### src/design/mse_pkg.sv
// shared types and constants for the mips subset execute unit
`default_nettype none
package mse_pkg;
  localparam logic [5:0] OP_SPECIAL = 6'd0;
  localparam logic [5:0] OP_J       = 6'd2;
  localparam logic [5:0] OP_JAL     = 6'd3;
  localparam logic [5:0] OP_BEQ     = 6'd4;
  localparam logic [5:0] OP_BNE     = 6'd5;
  localparam logic [5:0] OP_BLEZ    = 6'd6;
  localparam logic [5:0] OP_BGTZ    = 6'd7;
  localparam logic [5:0] OP_ADDI    = 6'd8;
  localparam logic [5:0] OP_LUI     = 6'd15;
  localparam logic [5:0] OP_LW      = 6'd35;
  localparam logic [5:0] OP_SW      = 6'd43;

  localparam logic [5:0] FN_SLL  = 6'd0;
  localparam logic [5:0] FN_SRL  = 6'd2;
  localparam logic [5:0] FN_JR   = 6'd8;
  localparam logic [5:0] FN_MFHI = 6'd16;
  localparam logic [5:0] FN_MFLO = 6'd18;
  localparam logic [5:0] FN_MULT = 6'd24;
  localparam logic [5:0] FN_DIV  = 6'd26;
  localparam logic [5:0] FN_ADD  = 6'd32;
  localparam logic [5:0] FN_SUB  = 6'd34;
  localparam logic [5:0] FN_AND  = 6'd36;
  localparam logic [5:0] FN_OR   = 6'd37;
  localparam logic [5:0] FN_XOR  = 6'd38;
  localparam logic [5:0] FN_SLT  = 6'd42;

  localparam logic [4:0] RA_REG = 5'd31;
  localparam int unsigned MD_STEPS = 32;

  // controller to datapath
  typedef struct packed {
    logic load;      // capture instruction, read rs and rt
    logic exec;      // evaluate, start mul/div or memory access
    logic md_step;   // one mul/div iteration
    logic commit;    // write back and build the result
  } mse_cmd_t;

  // datapath to controller
  typedef struct packed {
    logic is_md;
    logic is_lw;
  } mse_sts_t;
endpackage
`default_nettype wire

### src/design/mse_ctrl.sv
// controller state machine of the execute unit
`default_nettype none
module mse_ctrl (
  input  wire logic              clk_i,
  input  wire logic              rst_ni,
  input  wire logic              in_valid_i,
  output logic                   in_ready_o,
  output logic                   out_valid_o,
  input  wire logic              out_ready_i,
  input  wire mse_pkg::mse_sts_t sts_i,
  output mse_pkg::mse_cmd_t      cmd_o
);
  import mse_pkg::*;

  localparam logic [2:0] S_IDLE = 3'd0;
  localparam logic [2:0] S_EXEC = 3'd1;
  localparam logic [2:0] S_MD   = 3'd2;
  localparam logic [2:0] S_MEM  = 3'd3;
  localparam logic [2:0] S_DONE = 3'd4;

  logic [2:0] state_q, state_d;
  logic [5:0] cnt_q, cnt_d;
  logic       ov_q, ov_d;
  logic       free;

  // output register frees when it is taken
  assign free        = !ov_q || out_ready_i;
  assign out_valid_o = ov_q;
  assign in_ready_o  = (state_q == S_IDLE);

  always_comb begin
    state_d = state_q;
    cnt_d   = cnt_q;
    ov_d    = ov_q && !out_ready_i;
    cmd_o   = '0;
    unique case (state_q)
      S_IDLE: begin
        if (in_valid_i) begin
          cmd_o.load = 1'b1;
          state_d    = S_EXEC;
        end
      end
      S_EXEC: begin
        cmd_o.exec = 1'b1;
        cnt_d      = '0;
        if (sts_i.is_md) state_d = S_MD;
        else if (sts_i.is_lw) state_d = S_MEM;
        else state_d = S_DONE;
      end
      S_MD: begin
        cmd_o.md_step = 1'b1;
        cnt_d         = cnt_q + 6'd1;
        if (cnt_q == 6'(MD_STEPS - 1)) state_d = S_DONE;
      end
      S_MEM: state_d = S_DONE;
      S_DONE: begin
        if (free) begin
          cmd_o.commit = 1'b1;
          ov_d         = 1'b1;
          state_d      = S_IDLE;
        end
      end
      default: state_d = S_IDLE;
    endcase
  end

  always_ff @(posedge clk_i or negedge rst_ni) begin
    if (!rst_ni) begin
      state_q <= S_IDLE;
      cnt_q   <= '0;
      ov_q    <= 1'b0;
    end else begin
      state_q <= state_d;
      cnt_q   <= cnt_d;
      ov_q    <= ov_d;
    end
  end

  a_commit_free: assert property (@(posedge clk_i) disable iff (!rst_ni)
    cmd_o.commit |-> (!ov_q || out_ready_i)) else $error("commit over held result");
  a_one_cmd: assert property (@(posedge clk_i) disable iff (!rst_ni)
    $onehot0(cmd_o)) else $error("several commands at once");
  a_md_len: assert property (@(posedge clk_i) disable iff (!rst_ni)
    (state_q == S_MD) |-> (cnt_q < 6'(MD_STEPS))) else $error("md count overrun");
endmodule
`default_nettype wire

### config.mk
export PLATFORM = sky130hd
export DESIGN_NAME = mse_ctrl
export DESIGN_NICKNAME = d
export VERILOG_FILES = /design/src/design/mse_pkg.sv /design/src/design/mse_ctrl.sv
export SDC_FILE = /design/constraint.sdc
export NUM_CORES = 1
export LEC_CHECK = 0
export ABC_AREA = 1
export BUFFER_PORTS_ARGS = -buffer_cell sky130_fd_sc_hd__buf_2
export CAP_MARGIN = 20
export CELL_PAD_IN_SITES_DETAIL_PLACEMENT = 1
export CELL_PAD_IN_SITES_GLOBAL_PLACEMENT = 1
export CORE_MARGIN = 5
export CORE_UTILIZATION = 39
export CTS_BUF_LIST = sky130_fd_sc_hd__clkbuf_4
export CTS_CLUSTER_SIZE = 20
export DETAILED_ROUTE_END_ITERATION = 8
export MAX_ROUTING_LAYER = met4
export PLACE_DENSITY = 0.81
export SLEW_MARGIN = 20
export SYNTH_ARGS = -nofsm -noshare
export SYNTH_HDL_FRONTEND = slang
export SYNTH_SLANG_ARGS = --single-unit
### constraint.sdc
create_clock -name clk_i -period 1.8 [get_ports clk_i]
set_clock_uncertainty 0.2 [all_clocks]
set_input_delay 0.18 -clock clk_i [delete_from_list [all_inputs] [get_ports clk_i]]
set_output_delay 0.18 -clock clk_i [all_outputs]
set_load 0.05 [all_outputs]
==> results.py <==
metrics = {
    "run_status": {
        "outcome": "complete, no violations",
    },
    "place": {
        "dp_hpwl_um": 1100,
        "finalWeightedCongestion": 0.759,
        "numPortBuffers": 11,
    },
    "detailed_routing": {
        "met1_length_um": 553,
        "wl_met3_um": 51,
        "wl_per_cell_um": 12.6,
        "drt_iter0_drc": 2,
        "wl_met2_um": 750,
        "dr.pass1.iters": 3,
        "antenna_left": 0,
        "wirelength_um": 1380,
        "via_per_inst": 5.10,
        "drc": 0,
        "topRoutingLayerUsed": "met4",
        "num_vias": 556,
    },
    "grt": {
        "grt_overflow_total": 0,
        "grt_pass1_vias": 572,
        "grt_pass1_wl_um": 2430,
        "grt_max_degree": 11,
        "grt.total_usage_pct": 13.0,
        "grt_antenna_before_repair": 0,
    },
    "critical_path": {
        "critPathTopFamily": "flip-flops",
        "reg2reg_depth": 7,
        "critPathMaxFanout": 6,
        "path_class": "flop to output pin",
        "arrival_ps": 1340,
        "critPathBufInv": 1,
        "crit_path_max_incr_delay_ps": 470,
        "crit_path_cell_trace": "nor2_1 > nand2_1 > nor2_1 > clkbuf_4",
        "start_kind": "flop",
        "crit_path_end_kind": "output pin",
        "crit_cells": 4,
        "cpMostUsedCell": "nor2_1",
        "slowest_stage": "dfrtp_1",
        "required_ps": 1420,
    },
    "cells_and_area": {
        "post-route-util_pct": 49.7,
        "fill_cells": 192,
        "fin_nets": 101,
        "ff_latch_area_um2": 250,
        "syn2layout_area_growth_pct": 24.0,
        "multi_input_area_um2": 294,
        "antenna-diode-count": 0,
        "drive_above_1_share_pct": 31.2,
    },
    "timing": {
        "setup_viol": 0,
        "fmax_ghz": 0.582,
        "hold_violations": 0,
        "fin_tns_setup_ps": 0,
        "rsz0062_at_grt": "false",
        "relSlewSlack_pct": 81.9,
        "tightest_slew_ps": 272,
        "fin_crit_sh_pct": 95.4,
        "finalCriticalPeriod_ps": 1720,
        "final_max_slew_viol_count": 0,
    },
    "synth": {
        "synth_top_area_share_pct": 42.9,
        "synth_area_per_cell_um2": 7.67,
        "syn_inst": 76,
        "ys_top_cells_by_area": "dfrtp_1, nand2_1, nor2_1, inv_1, nand3_1",
        "synth_area_um2": 583,
        "yosys.cell_count.top_type": "nand2_1",
        "synth_flop_cell": "dfrtp_1",
        "synth_area_leader_cell": "dfrtp_1",
        "yosys-top-cells-count": "nand2_1, dfrtp_1, nor2_1",
        "yosysWarnings": 0,
        "ys_seq_area_share_pct": 42.9,
        "async_reset_ff_share_pct": 100,
        "yosysUniqueCellTypes": 20,
        "synth-edff-count": 0,
        "synthesis.nets": 83,
        "ys_ff_latch": 10,
    },
    "clocking": {
        "clkTransAtPathRegs_ps": 70,
        "worstSkewPairLatency_ps": 270,
        "cts_sinks": 10,
        "clockBufferDepth": 2,
        "cts_tree": "built",
        "cts_buffers": 3,
        "post_cts_buffers": 0,
        "cts.root.buffer_cell": "clkbuf_4",
        "htreeDepth": 1,
    },
    "min_path": {
        "hold-path-cell-count": 3,
        "hold_class": "input port to flop",
    },
    "floorplanning": {
        "die_x_um": 48.7,
        "die_h_um": 48.7,
        "fp.coreArea_mm2": 0.00145,
        "die_area_mm2": 0.00237,
        "top_level_ports": 12,
        "rows": 14,
        "start_util_pct": 40.1,
    },
    "flow_run": {
        "cap_violations": 0,
    },
    "pwr": {
        "swShare_pct": 53.4,
        "p_total_w": 0.00121,
        "power.density_mw_per_mm2": 1670,
        "seq_power_share_pct": 30.9,
        "comb_power_share_pct": 55.1,
        "p_leak_nw": 0.377,
        "intPower_w": 0.000562,
        "clockPowerShare_pct": 14.0,
        "vdd_drop_max_mv": 0.620,
        "switchingPower_w": 0.000645,
    },
}
==> state kept, by name, indices dropped and copies added, names as in the netlist <==
signal       flops
state_q          3
cnt_q            6
out_valid_o      1
==> timing repair <==
| item | 4_1_cts | 5_1_grt |
|---|---|---|
| hold buffers | 2 | 0 |
| resized for setup | 0 | 3 |
| setup endpoints to repair | 0 | 3 |
| hold endpoints to repair | 11 | 0 |
==> logic make-up (layout without fill, tap and decap cells) <==
| group | after synthesis | count (layout) | share of synthesized area (%) |
|---|---|---|---|
| AO/OA/AOI/OAI | 8 | 8 | 7.51 |
| adder cells (fa/ha/maj) | 1 | 1 | 2.15 |
| buffers and inverters | 12 | 29 | 8.58 |
| flip-flops | 10 | 10 | 42.9 |
| AND/OR/NAND/NOR | 45 | 45 | 38.8 |
==> power groups by stage <==
stage | registers (W) | logic (W) | clock network, W
final | 0.000372 | 0.000665 | 0.000169
after global routing | 0.000383 | 0.000731 | 0.000187
after CTS | 0.000372 | 0.000668 | 0.000168
after detailed placement | 0.000376 | 0.000661 | 0
after global placement | 0.000370 | 0.000637 | 0
after floorplan | 0.000398 | 0.000488 | 0
==> final cells by class <==
class / count / area share (%)
multi-input cells: 54 / 40.7
flip-flops and latches: 10 / 34.6
repair buffers: 13 / 11.4
inverters: 12 / 6.92
clock buffers: 3 / 3.11
well taps: 16 / 2.77
clock inverters: 1 / 0.519
==> routing by layer <==
metal / global-route usage, % / vias up
li1: - / 274
met1: 14.0 / 267
met2: 23.3 / 10
met3: 3.07 / 5
met4: 4.04 / 0
met5: - / -
==> metrics by stage <==
stage | instance area [um2] | hold slack, ps | cells | setup slack, ps
2_1_floorplan | 594 | -316 | 76 | -4.54
3_3_place_gp | 669 | -146 | 103 | 366
3_5_place_dp | 669 | -145 | 103 | 332
4_1_cts | 716 | 20.4 | 109 | 47.9
5_1_grt | 723 | 48.8 | 109 | 2.12
6_report | 723 | 7.48 | 109 | 82.1
==> worst reg2reg max path, delay by kind of cell, from the launching register on <==
kind                     cells  cell delay (ps)
adder cells (fa/ha/maj)      1              230
AND/OR/NAND/NOR              6              460
flip-flops                   1              420
==> worst paths after layout <==
path / start / slack [ps] / to
min in group asynchronous: rst_ni / 80 / cnt_q[1]
worst max register to register: cnt_q[0] / 370 / state_q[2]
worst max-delay path: state_q[1] / 80 / cmd_o[0]
max in group asynchronous: rst_ni / 1120 / state_q[1]
worst min register to register: cnt_q[1] / 310 / cnt_q[1]
worst min-delay path: sts_i[1] / 7 / state_q[1]
==> layout by cell type (no fill, tap or decap), drive strengths merged <==
| cell | instances |
|---|---|
| ha | 1 |
| nand4 | 2 |
| o21ai | 7 |
| nor2 | 12 |
| nor4 | 1 |
| nor3 | 1 |
| dfrtp | 10 |
| nand3 | 7 |
| a21oi | 1 |
| dlygate4sd3 | 2 |
| buf | 8 |
| nand2 | 22 |
| clkinv | 1 |
| clkbuf | 6 |
| inv | 12 |
Note: power is estimated with default switching activity, not from simulation.
